`src/sv/rif_pkg.sv`:
```
package rif_pkg;

    // Result event codes
    localparam logic [3:0] EV_NONE       = 4'd0;
    localparam logic [3:0] EV_TXDONE     = 4'd1;
    localparam logic [3:0] EV_RXFRAME    = 4'd2;
    localparam logic [3:0] EV_DROPPED    = 4'd3;
    localparam logic [3:0] EV_RXSTART    = 4'd4;
    localparam logic [3:0] EV_CRCERR     = 4'd5;
    localparam logic [3:0] EV_CCADONE    = 4'd6;
    localparam logic [3:0] EV_CCABUSY    = 4'd7;
    localparam logic [3:0] EV_CCASTARTED = 4'd8;

    // Opcodes
    localparam logic OP_IRQ = 1'b0;
    localparam logic OP_CCA = 1'b1;

    // Interrupt status bit positions
    localparam int IRQ_TXDONE   = 0;
    localparam int IRQ_RXDONE   = 1;
    localparam int IRQ_PREAMBLE = 2;
    localparam int IRQ_SYNC     = 3;
    localparam int IRQ_HDROK    = 4;
    localparam int IRQ_HDRERR   = 5;
    localparam int IRQ_CRCERR   = 6;
    localparam int IRQ_CADDONE  = 7;
    localparam int IRQ_CADDET   = 8;

    // Frame types and destination address modes
    localparam logic [2:0] FT_BEACON   = 3'd0;
    localparam logic [2:0] FT_ACK      = 3'd2;
    localparam logic [1:0] AM_SHORT    = 2'd2;
    localparam logic [1:0] AM_LONG     = 2'd3;

    localparam logic [15:0] BCAST16 = 16'hFFFF;

    // Filter modes
    localparam logic [1:0] FM_FILTERED = 2'd0;
    localparam logic [1:0] FM_PROMISC  = 2'd1;
    localparam logic [1:0] FM_ACKONLY  = 2'd2;
    localparam logic [1:0] FM_UNUSED   = 2'd3;

    // Configuration register indexes
    localparam logic [1:0] CFG_PAN_ID     = 2'd0;
    localparam logic [1:0] CFG_SHORT_ID   = 2'd1;
    localparam logic [1:0] CFG_EXT_ID     = 2'd2;
    localparam logic [1:0] CFG_FILT_MODE  = 2'd3;

    typedef struct packed {
        logic [15:0] pan_id;
        logic [15:0] short_id;
        logic [63:0] ext_id;
        logic [1:0]  filter_mode;
    } cfg_t;

    typedef struct packed {
        logic        opcode;
        logic [9:0]  irq_status;
        logic [15:0] frame_control;
        logic [15:0] dest_pan;
        logic [63:0] dest_addr;
    } item_t;

    typedef struct packed {
        logic receive_busy;
        logic medium_busy;
    } flags_t;

    typedef struct packed {
        logic [3:0] event_res;
        logic       rearm_rx;
        flags_t     flags;
    } result_t;

endpackage

```
`src/sv/radio_irq_frame_filter_unit.sv`:
```
// Radio interrupt handler with an 802.15.4 destination address filter. Each
// transaction on the input channel is an interrupt event or a clear-channel
// request; exactly one result transaction follows it. The item is held in an
// input register and decoded into a result register, which offers its result;
// one item is taken every cycle while the output side keeps up; with the
// output stalled the block holds two items and then stalls its input. The
// receive-busy and medium-busy flags are updated as an item moves into the
// result register, so the next item sees them at once. Configuration
// registers (PAN id, short address, extended address, filter mode) are to be
// written through the plain write port while no transaction is in flight; the
// block does not enforce this. A write of the unused filter mode is ignored.
module radio_irq_frame_filter_unit (
    input  logic        clk,
    input  logic        rst_n,
    input  logic        cfg_wr_en,
    input  logic [1:0]  cfg_index,
    input  logic [63:0] cfg_wdata,
    input  logic        in_valid,
    output logic        in_ready,
    input  logic        opcode,
    input  logic [9:0]  irq_status,
    input  logic [15:0] frame_control,
    input  logic [15:0] dest_pan,
    input  logic [63:0] dest_addr,
    output logic        out_valid,
    input  logic        out_ready,
    output logic [3:0]  event_res,
    output logic        rearm_rx,
    output logic        receive_busy_out,
    output logic        medium_busy_out
);
    import rif_pkg::*;

    cfg_t    cfg;
    item_t   item_reg;
    logic    in_valid_reg;
    logic    in_valid_next;
    result_t res_reg;
    result_t res_comb;
    logic    out_valid_reg;
    logic    out_valid_next;
    flags_t  flags_reg;
    flags_t  flags_next;
    logic    advance;
    logic    in_accept;

    rif_cfg u_cfg (
        .clk       (clk),
        .rst_n     (rst_n),
        .cfg_wr_en (cfg_wr_en),
        .cfg_index (cfg_index),
        .cfg_wdata (cfg_wdata),
        .cfg       (cfg)
    );

    rif_decode u_decode (
        .item   (item_reg),
        .cfg    (cfg),
        .flags  (flags_reg),
        .result (res_comb)
    );

    // advance the held item when the result register is free or draining
    assign advance   = in_valid_reg && (!out_valid_reg || out_ready);
    assign in_ready  = !in_valid_reg || advance;
    assign in_accept = in_valid && in_ready;

    always_comb
    begin
        in_valid_next  = in_accept ? 1'b1 : (advance ? 1'b0 : in_valid_reg);
        out_valid_next = advance ? 1'b1 : (out_ready ? 1'b0 : out_valid_reg);
        flags_next     = advance ? res_comb.flags : flags_reg;
    end

    always_ff @(posedge clk or negedge rst_n)
    begin
        if (!rst_n)
        begin
            in_valid_reg  <= 1'b0;
            out_valid_reg <= 1'b0;
            flags_reg     <= '0;
        end
        else
        begin
            in_valid_reg  <= in_valid_next;
            out_valid_reg <= out_valid_next;
            flags_reg     <= flags_next;
        end
    end

    always_ff @(posedge clk)
    begin
        if (in_accept)
        begin
            item_reg.opcode        <= opcode;
            item_reg.irq_status    <= irq_status;
            item_reg.frame_control <= frame_control;
            item_reg.dest_pan      <= dest_pan;
            item_reg.dest_addr     <= dest_addr;
        end
        if (advance)
            res_reg <= res_comb;
    end

    assign out_valid        = out_valid_reg;
    assign event_res        = res_reg.event_res;
    assign rearm_rx         = res_reg.rearm_rx;
    assign receive_busy_out = res_reg.flags.receive_busy;
    assign medium_busy_out  = res_reg.flags.medium_busy;

endmodule

```
`src/sv/rif_cfg.sv`:
```
module rif_cfg (
    input  logic          clk,
    input  logic          rst_n,
    input  logic          cfg_wr_en,
    input  logic [1:0]    cfg_index,
    input  logic [63:0]   cfg_wdata,
    output rif_pkg::cfg_t cfg
);
    import rif_pkg::*;

    cfg_t cfg_reg;
    cfg_t cfg_next;

    always_comb
    begin
        cfg_next = cfg_reg;
        if (cfg_wr_en)
        begin
            case (cfg_index)
                CFG_PAN_ID:     cfg_next.pan_id   = cfg_wdata[15:0];
                CFG_SHORT_ID:   cfg_next.short_id = cfg_wdata[15:0];
                CFG_EXT_ID:     cfg_next.ext_id   = cfg_wdata;
                CFG_FILT_MODE:
                begin
                    // drop writes of the unused mode
                    if (cfg_wdata[1:0] != FM_UNUSED)
                        cfg_next.filter_mode = cfg_wdata[1:0];
                end
                default: cfg_next = cfg_reg;
            endcase
        end
    end

    always_ff @(posedge clk or negedge rst_n)
    begin
        if (!rst_n)
            cfg_reg <= '0;
        else
            cfg_reg <= cfg_next;
    end

    assign cfg = cfg_reg;

endmodule

```
`src/sv/rif_decode.sv`:
```
module rif_decode (
    input  rif_pkg::item_t   item,
    input  rif_pkg::cfg_t    cfg,
    input  rif_pkg::flags_t  flags,
    output rif_pkg::result_t result
);
    import rif_pkg::*;

    logic [2:0]  ftype;
    logic [1:0]  amode;
    logic        is_ack;
    logic        pan_ok;
    logic        addr_ok;
    logic        filt_pass;
    logic [9:0]  irq;

    assign irq    = item.irq_status;
    assign ftype  = item.frame_control[2:0];
    assign amode  = item.frame_control[11:10];
    assign is_ack = (ftype == FT_ACK);
    assign pan_ok = (item.dest_pan == BCAST16) || (item.dest_pan == cfg.pan_id);

    always_comb
    begin
        case (amode)
            AM_SHORT: addr_ok = (item.dest_addr[15:0] == cfg.short_id)
                             || (item.dest_addr[15:0] == BCAST16);
            AM_LONG:  addr_ok = (item.dest_addr == cfg.ext_id);
            default:  addr_ok = 1'b0;
        endcase
    end

    assign filt_pass = ((ftype == FT_BEACON) && (cfg.pan_id == BCAST16))
                    || (pan_ok && addr_ok);

    always_comb
    begin
        result.event_res = EV_NONE;
        result.rearm_rx  = 1'b0;
        result.flags     = flags;
        if (item.opcode == OP_CCA)
        begin
            if (flags.receive_busy)
                result.event_res = EV_CCABUSY;
            else
            begin
                result.flags.medium_busy = 1'b0;
                result.event_res         = EV_CCASTARTED;
            end
        end
        else
        begin
            result.flags.receive_busy = irq[IRQ_SYNC] | irq[IRQ_HDROK]
                                      | irq[IRQ_HDRERR] | irq[IRQ_CRCERR];
            if (irq[IRQ_TXDONE])
                result.event_res = EV_TXDONE;
            else if (irq[IRQ_RXDONE])
            begin
                result.flags.receive_busy = 1'b0;
                if (is_ack || ((cfg.filter_mode != FM_ACKONLY) && filt_pass)
                    || (cfg.filter_mode == FM_PROMISC))
                    result.event_res = EV_RXFRAME;
                else
                begin
                    result.event_res = EV_DROPPED;
                    result.rearm_rx  = 1'b1;
                end
            end
            else if (irq[IRQ_PREAMBLE] || irq[IRQ_SYNC])
                result.event_res = EV_NONE;
            else if (irq[IRQ_HDROK])
                result.event_res = EV_RXSTART;
            else if (irq[IRQ_HDRERR])
                result.event_res = EV_NONE;
            else if (irq[IRQ_CRCERR])
                result.event_res = EV_CRCERR;
            else if (irq[IRQ_CADDONE])
            begin
                if (irq[IRQ_CADDET])
                    result.flags.medium_busy = 1'b1;
                result.event_res = EV_CCADONE;
                result.rearm_rx  = 1'b1;
            end
        end
    end

endmodule

```
`config.mk`:
```
export PLATFORM = sky130hd
export DESIGN_NAME = radio_irq_frame_filter_unit
export DESIGN_NICKNAME = d
export VERILOG_FILES = /design/src/sv/rif_pkg.sv /design/src/sv/radio_irq_frame_filter_unit.sv /design/src/sv/rif_cfg.sv /design/src/sv/rif_decode.sv
export SDC_FILE = /design/constraint.sdc
export NUM_CORES = 1
export LEC_CHECK = 0
export BUFFER_PORTS_ARGS = -buffer_cell sky130_fd_sc_hd__buf_2
export CAP_MARGIN = 0
export CORE_ASPECT_RATIO = 0.8
export CORE_MARGIN = 2
export CORE_UTILIZATION = 25
export CTS_CLUSTER_SIZE = 24
export DETAILED_ROUTE_END_ITERATION = 8
export PLACE_DENSITY_LB_ADDON = 0.12
export SKIP_CTS_REPAIR_TIMING = 1
export SYNTH_ARGS = -nofsm -noshare
export SYNTH_HDL_FRONTEND = slang
export SYNTH_SLANG_ARGS = --single-unit
```
`constraint.sdc`:
```
create_clock -name clk -period 7.7 [get_ports clk]
set_input_delay 1.54 -clock clk [delete_from_list [all_inputs] [get_ports clk]]
set_output_delay 1.54 -clock clk [all_outputs]
set_load 0.005 [all_outputs]
```
Word level (Yosys, flattened, before mapping)
Index checks and enable logic that the tools add are counted.
- bits in registers: 211
- input bits: 178
- output and inout port bits: 9
- logic and storage cells: 93
- equality and inequality tests: 15
- mux-type cells: 34
- bitwise logic cells: 3
- reduce and logical (&&, ||, !) cells: 24
- operator list (cell ; count):
    equality test 64 bit ; 1
    equality test 16 bit (second input constant) ; 3
    equality test 16 bit ; 2
    2-to-1 mux 4 bit ; 8
    2-to-1 mux 1 bit ; 21
    2-to-1 mux 5 bit ; 3
    equality test 2 bit (second input constant) ; 4
    logical OR 1 bit ; 8
    AND reduction 2 bit ; 3
    logical AND 1 bit ; 5
    equality test 2 x 1 -> 1 bit (second input constant) ; 2
    != test 2 bit (second input constant) ; 2
    nonzero test 2 bit ; 2
    equality test 3 x 2 -> 1 bit (second input constant) ; 1
    zero test 3 bit ; 1
    OR 1 bit ; 3
    AND reduction 3 bit ; 1
    zero test 1 bit ; 2
    zero test 2 bit ; 1
    2-to-1 mux 2 bit ; 1
    one-hot mux 1 bit (2 select lines) ; 1
    OR reduction 2 bit ; 1

Longest topological paths before layout
Gate-level depths: netlist of run 1.
- depth after elaboration: 12
- mapped depth: 7
- depth with buffers taken out: 7

Hierarchy
A second synthesis of run 1 with hierarchy kept.
- cell total of the unflattened synthesis: 512
- area total of the unflattened synthesis: 8659.6 um2
- by module, submodules not included (module ; times used ; cells each ; area each (um2) ; seq. area each (um2)):
    rif_cfg ; 1 ; 211 ; 3711.1 ; 2452.4
    radio_irq_frame_filter_unit ; 1 ; 127 ; 3609.7 ; 3523.4
    rif_decode ; 1 ; 174 ; 1338.8 ; 0.0

Worst setup path after synthesis of run 1
Ideal clock, no wire load.
- kind: input to register
- start point: input out_ready
- end point: register item_reg[0] in the netlist's numbering (enable)
- setup time: 465 ps
- data arrival time: 3919 ps
- data required time: 7235 ps
- slack: 3317 ps
- stages: 2
- path buffers: 0
- cell sequence: nand3b_1 -> and2_1
- word-level cells in the longest chain between the ends: 4
- ends and longest elaborated chain (item ; line ; RTL):
    start: declaration ; radio_irq_frame_filter_unit.sv:26 ; input logic out_ready,
    logical OR 1 bit ; radio_irq_frame_filter_unit.sv:64 ; assign advance = in_valid_reg && (!out_valid_reg || out_ready);
    logical AND 1 bit ; radio_irq_frame_filter_unit.sv:64 ;
    logical OR 1 bit ; radio_irq_frame_filter_unit.sv:65 ; assign in_ready = !in_valid_reg || advance;
    logical AND 1 bit ; radio_irq_frame_filter_unit.sv:66 ; assign in_accept = in_valid && in_ready;
    named net in_accept ; radio_irq_frame_filter_unit.sv:45 ; logic in_accept;
    end: declaration ; radio_irq_frame_filter_unit.sv:35 ; item_t item_reg;
The timed path passes the listed nets, and every way through them passes these cells.
A chain may end at the register's enable or synchronous reset.

Worst setup path in the final report of run 1
- start point: input out_ready
- end point: output in_ready
- word-level cells in the longest chain between the ends: 3
- ends and longest elaborated chain (item ; line ; RTL):
    logical OR 1 bit ; radio_irq_frame_filter_unit.sv:64 ;
    logical AND 1 bit ; radio_irq_frame_filter_unit.sv:64 ;
    logical OR 1 bit ; radio_irq_frame_filter_unit.sv:65 ;
    end: declaration ; radio_irq_frame_filter_unit.sv:19 ; output logic in_ready,
No other way between the ends.

==> impl_metrics.tcl, run 1 <==
set metrics [dict create \
    fin_setup_tns_ns 0 \
    htree_levels 1 \
    fp.dieW_um 207 \
    cp_cell_sequence "buf_2 -> nand3b_1 -> buf_2" \
    outcome "complete, no violations" \
    core_area_um2 32400 \
    required_ns 6.16 \
    grt_pass1_wl_um 32300 \
    hp-class "register to register" \
    crit_top_cell "buf_2" \
    vias_per_cell 4.19 \
    portBuffers 174 \
    fin_nets 876 \
    clock_latency_ns 0.52 \
    final_core_utilization_pct 32.0 \
    maxCapViolCount 0 \
    overflow 0 \
    period_minus_slack_ns 3.52 \
    syn_area_um2 8210 \
    grt_pass1_vias 5260 \
    dieArea_um2 34300 \
    synth-seq-area-share_pct 68.4 \
    ant_nets 0 \
    grt_util_met1_pct 17.9 \
    cp.arrival_ns 1.98 \
    crit_fanout 3 \
    rsz0062_at_grt "no" \
    max_freq_ghz 0.284 \
    path_buf_inv 2 \
    cp_top_family "buffers and inverters" \
    p_per_area_nw_per_um2 272 \
    drt_iter0_drc 217 \
    synth_cell_types 36 \
    final_max_slew_viol_count 0 \
    setup_viol 0 \
    grtUsageTotal_pct 12.6 \
    use_met2_pct 19.3 \
    n_fill_cell 3199 \
    row_count 59 \
    largest_reg_flops 98 \
    clk_path_buf_depth 3 \
    p_leak_uw 0.00408 \
    synthToLayoutAreaGrowth_pct 26.3 \
    multi_input_area_um2 2540 \
    critPathMaxStageDelay_ns 0.19 \
    busiest_layer "met2" \
    min_period_over_period_pct 45.8 \
    seq_area_um2 5620 \
    dpl.hpwl_um 15500 \
    stdcell_count 1145 \
    synthCells 503 \
    final_cell_area_um2 10400 \
    vdd_drop_max_v 0.000157 \
    final_cell_mix "173 x buf_2, 102 x edfxtp_1, 102 x dfrtp_1, 78 x xnor2_1, 66 x mux2_1" \
    cts-root-buf "clkbuf_16" \
    setup_slack_ns 4.18 \
    avgSynthCellArea_um2 16.3 \
    dp_slack_ns 4.13 \
    grt_max_degree 70 \
    slew-limit-headroom_pct 32.7 \
    worstSetupStartpointType "input pin" \
    drc 0 \
    finClkSkew_ns 0.00884 \
    firstDrtPassIters 4 \
    dieHeight_um 166 \
    wl_um 21300 \
    drive_gt1_share_pct 35.2 \
    vias 4793 \
    gp_congestion 0.764 \
    cts_made_buffers 24 \
    clock-sinks 204 \
    cp-end-kind "output port" \
    cts_tree "built" \
    yosys_warnings 0 \
    ys_ff_latch 204 \
    synth_nets 681 \
    worst-slew-pin-transition_ns 1.01 \
    placed_cell_area_um2 9600 \
    dp_cells 1099 \
    grt_use_met3_pct 3.28 \
    io_pins 187 \
    clkSlewWorstSetupHoldPaths_ns 0.06 \
    final_common_cell "buf_2" \
    start_util_pct 25.3 \
    critical_path.slowest_cell "nand3b_1" \
    final_hold_viol_count 0 \
    critPathKind "input pin to output port" \
    antenna_found_initial 3 \
    routedWlPerCell_um 18.6 \
]
## synthesized netlist by cell type, drive strengths merged
| library cell | number | area (um2) |
|---|---|---|
| a21boi | 1 | 7.51 |
| a21oi | 1 | 5.00 |
| a221o | 1 | 10.0 |
| a2bb2oi | 1 | 15.0 |
| a311oi | 1 | 8.76 |
| a32o | 1 | 10.0 |
| and2 | 1 | 6.26 |
| buf | 8 | 40.0 |
| clkbuf | 1 | 3.75 |
| dfrtp | 102 | 2550 |
| edfxtp | 102 | 3060 |
| inv | 4 | 15.0 |
| mux2 | 98 | 1100 |
| nand2 | 6 | 22.5 |
| nand2b | 4 | 25.0 |
| nand3 | 2 | 10.0 |
| nand3b | 4 | 30.0 |
| nand4 | 33 | 213 |
| nand4b | 1 | 8.76 |
| nor2 | 13 | 48.8 |
| nor2b | 1 | 6.26 |
| nor3 | 2 | 10.0 |
| nor3b | 1 | 12.5 |
| nor4 | 11 | 75.1 |
| o211ai | 1 | 7.51 |
| o21ai | 1 | 5.00 |
| o22ai | 1 | 6.26 |
| o2bb2ai | 1 | 8.76 |
| o31ai | 2 | 15.0 |
| or4 | 1 | 7.51 |
| xnor2 | 80 | 716 |
| xor2 | 16 | 140 |
## stage by stage
step | hold slack (ns) | power [uW]
2_1_floorplan | 0.457 | 1610
3_3_place_gp | 0.480 | 1750
3_5_place_dp | 0.500 | 1760
4_1_cts | 0.515 | 2870
5_1_grt | 0.525 | 2960
6_report | 0.510 | 2820
## power breakdown
group | leakage (uW) | total [uW] | internal [uW] | switching, uW
Clock | 0.000375 | 1090 | 643 | 445
Combinational | 0.00152 | 334 | 185 | 150
Sequential | 0.00219 | 1390 | 1300 | 97.5
## cells by family after synthesis
group           Yosys count  synth area share [%]
xor+xnor                 96                  10.4
mux                      98                  13.4
simple gates             80                  5.79
compound gates           12                  1.20
flops                   204                  68.4
buf+inv                  13                 0.716
## routing by layer
layer	wire length, um	up-vias
met5	9	-
met4	477	2
met3	1360	34
met2	9520	102
met1	9910	2402
li1	-	2253
## final timing paths
path	from	endpoint	slack, ns	cells past startpoint
max	out_ready	in_ready	4.18	3
max in group asynchronous	rst_n	u_cfg.cfg[25]$_DFFE_PN0P_	5.32	2
max reg2reg	item_reg[8]$_DFFE_PP_	event_res[0]$_DFFE_PP_	5.01	7
min in group asynchronous	rst_n	u_cfg.cfg[58]$_DFFE_PN0P_	0.97	1
min	in_valid_reg$_DFFE_PN0P_	out_valid$_DFFE_PN0P_	0.51	1
min reg2reg	in_valid_reg$_DFFE_PN0P_	out_valid$_DFFE_PN0P_	0.51	1
## cell type report
type / instances / share of cell area, %
Sequential cell: 204 / 54.2
Multi-Input combinational cell: 286 / 24.5
Timing Repair Buffer: 178 / 8.71
Clock buffer: 38 / 6.99
Tap cell: 427 / 5.15
Clock inverter: 6 / 0.314
Inverter: 4 / 0.145
Antenna cell: 2 / 0.0483
(Power assumes the default switching activity.)
==> inputs of run 2 (changes only) <==
- ABC_AREA: unset -> 1
- clock period: 7.7 -> 3.4 ns (I/O delays scaled with it)
==> run 2 against run 1 <==
Against the previous run:
- area after synthesis increased by 7.9%
- cell area up 8.0%
- setup slack got worse by 2.7 ns
- wire length grew 2.1%
- critical path type is now register to register
==> impl_metrics.tcl, run 2 <==
set metrics [dict create \
    critPathMaxStageDelay_ns 0.48 \
    path_buf_inv 0 \
    synth.top_cells.by_area "edfxtp_1 35%, dfrtp_1 29%, nand2_1 12%" \
    dieHeight_um 172 \
    dieArea_um2 37000 \
    postSynth.asyncResetShare_pct 50.0 \
    yosys_warnings 0 \
    slew-limit-headroom_pct 41.4 \
    cp_top_family "simple AND/OR/NAND/NOR gates" \
    cts_tree "built" \
    setup_viol 0 \
    rsz0062_at_grt "no" \
    reg2regPathDepth 14 \
    maxCapViolCount 0 \
    placed_cell_area_um2 10400 \
    synth_common_cells "273 x nand2_1, 132 x nor2_1, 121 x inv_1" \
    cp.depth 14 \
    critical_path.slowest_cell "edfxtp_1" \
    crit_top_cell "nand2_1" \
    portBuffers 174 \
    endpoint "rearm_rx$_SDFFCE_PP0P_" \
    largest_reg_flops 98 \
    syn_area_um2 8860 \
    p_clk_share_pct 40.5 \
    synth_top_area_share_pct 34.6 \
    drc 0 \
    final_max_slew_viol_count 0 \
    synthFlopType "edfxtp_1" \
    fp.dieW_um 214 \
    synth-seq-area-share_pct 63.4 \
    overflow 0 \
    p_per_area_nw_per_um2 590 \
    dpl.hpwl_um 15700 \
    finClkSkew_ns 0.00880 \
    crit_fanout 4 \
    swShare_pct 25.5 \
    synthToLayoutAreaGrowth_pct 26.4 \
    reg2reg_from "item_reg[8]$_DFFE_PP_" \
    grt_max_degree 50 \
    row_count 61 \
    synthCells 929 \
    vias_per_cell 3.91 \
    period_minus_slack_ns 1.95 \
    vias 6305 \
    avgSynthCellArea_um2 9.54 \
    clk_path_buf_depth 3 \
    core_area_um2 34800 \
    hold_ws_ns 0.0966 \
    grt_pass1_vias 6143 \
    clkSlewWorstSetupHoldPaths_ns 0.06 \
    worstSetupStartpointType "register" \
    synth_most_common_cell "nand2_1" \
    start_util_pct 25.5 \
    cts-root-buf "clkbuf_16" \
    cp-end-kind "register" \
    antenna_found_initial 6 \
    power_frac_seq_pct 47.4 \
    r2r_end "rearm_rx$_SDFFCE_PP0P_" \
    drt_iter0_drc 384 \
    ant_nets 0 \
    yosys.area.top_type "edfxtp_1" \
    min_period_over_period_pct 57.4 \
    outcome "complete, no violations" \
    ys_ff_latch 204 \
    synth_nets 1107 \
    pwr-share-comb_pct 12.1 \
    power.internal_uw 4920 \
    final_hold_viol_count 0 \
    fin_nets 1299 \
    wl_um 21700 \
    critPathKind "register to register" \
    gp_congestion 0.717 \
    final_core_utilization_pct 32.2 \
    cp.arrival_ns 2.22 \
    synth_cell_types 27 \
    firstDrtPassIters 4 \
    startpoint "item_reg[8]$_DFFE_PP_" \
    clock_latency_ns 0.53 \
    final_cell_area_um2 11200 \
    final_cell_mix "272 x nand2_1, 173 x buf_2, 132 x nor2_1, 120 x inv_1" \
    cp_cell_sequence "nand2_1 -> nand2_1 -> nor2_1 -> nand2_1 -> nor2_1 -> nand2_1 -> nor2_1 -> nand2_1 -> nand2_1 -> nand2_1 -> nand2_1 -> nand2_1 -> nand2_1 -> a21oi_1" \
    power.net_switching_uw 1690 \
    cts_made_buffers 25 \
    routedWlPerCell_um 13.5 \
    io_pins 187 \
    hp-class "input pin to asynchronous set/reset pin" \
    rrSetupSlack_ns 1.45 \
    htree_levels 1 \
    clock-sinks 204 \
    synth-edff-count 102 \
    required_ns 3.67 \
    final_common_cell "nand2_1" \
    drive_gt1_share_pct 23.8 \
    max_freq_ghz 0.512 \
    p_leak_uw 0.00536 \
    grt_pass1_wl_um 33700 \
    worst-slew-pin-transition_ns 0.877 \
    fin_setup_tns_ns 0 \
    vdd_drop_max_v 0.000316 \
    grtUsageTotal_pct 11.8 \
]
## run 2: how the worst min path moves through the flow
stage / from / depth (start not counted) / end
floorplan: rst_n / 0 / flags_reg[0]$_DFFE_PN0P_
global placement: in_valid_reg$_DFFE_PN0P_ / 2 / out_valid$_DFFE_PN0P_
detailed placement: u_cfg.cfg[0]$_DFFE_PN0P_ / 2 / u_cfg.cfg[0]$_DFFE_PN0P_
CTS: rst_n / 1 / u_cfg.cfg[19]$_DFFE_PN0P_
global route: rst_n / 1 / u_cfg.cfg[19]$_DFFE_PN0P_
finish: rst_n / 1 / u_cfg.cfg[19]$_DFFE_PN0P_
## run 2: logic make-up after synthesis
| kind of cell | synth area share, % |
|---|---|
| AO/OA/AOI/OAI | 5.03 |
| XOR/XNOR | 2.87 |
| buffers and inverters | 6.79 |
| flip-flops | 63.4 |
| multiplexers | 3.31 |
| AND/OR/NAND/NOR | 18.6 |
## run 2: final cells by class
type / instances / area [um2]
Clock buffer: 35 / 723
Antenna cell: 2 / 5.00
Fill cell: 3719 / 23600
Sequential cell: 204 / 5620
Multi-Input combinational cell: 567 / 2650
Tap cell: 472 / 591
Inverter: 141 / 532
Clock inverter: 10 / 101
Timing Repair Buffer: 182 / 983
## run 2: routing by layer
layer  vias up  routed length [um]  global-route usage (%)
met3        40                1360                    3.59
li1       3317                   -                       -
met1      2812               10400                    16.1
met4         6                 532                    3.17
met2       130                9360                    18.3
met5         -                  41                       0
## run 2: worst register-to-register path, delay by kind of cell (launching register included)
family	cells	cell delay, ns
flops	1	0.48
compound gates	1	0.07
simple gates	13	1.14
## run 2: power groups by stage
| stage | registers [uW] | logic [uW] | clock network [uW] |
|---|---|---|---|
| after floorplan | 3140 | 538 | 0 |
| after global placement | 3170 | 814 | 0 |
| after detailed placement | 3180 | 824 | 0 |
| after CTS | 3130 | 828 | 2800 |
| after global routing | 3170 | 947 | 2890 |
| final | 3130 | 801 | 2670 |
## run 2: metrics by stage
step / setup slack, ns / total power (uW) / cells
after floorplan: 0.187 / 3670 / 929
final: 1.45 / 6600 / 1613
after global routing: 1.24 / 7010 / 1611
after CTS: 1.37 / 6760 / 1611
after global placement: 1.21 / 3990 / 1566
after detailed placement: 1.20 / 4000 / 1566
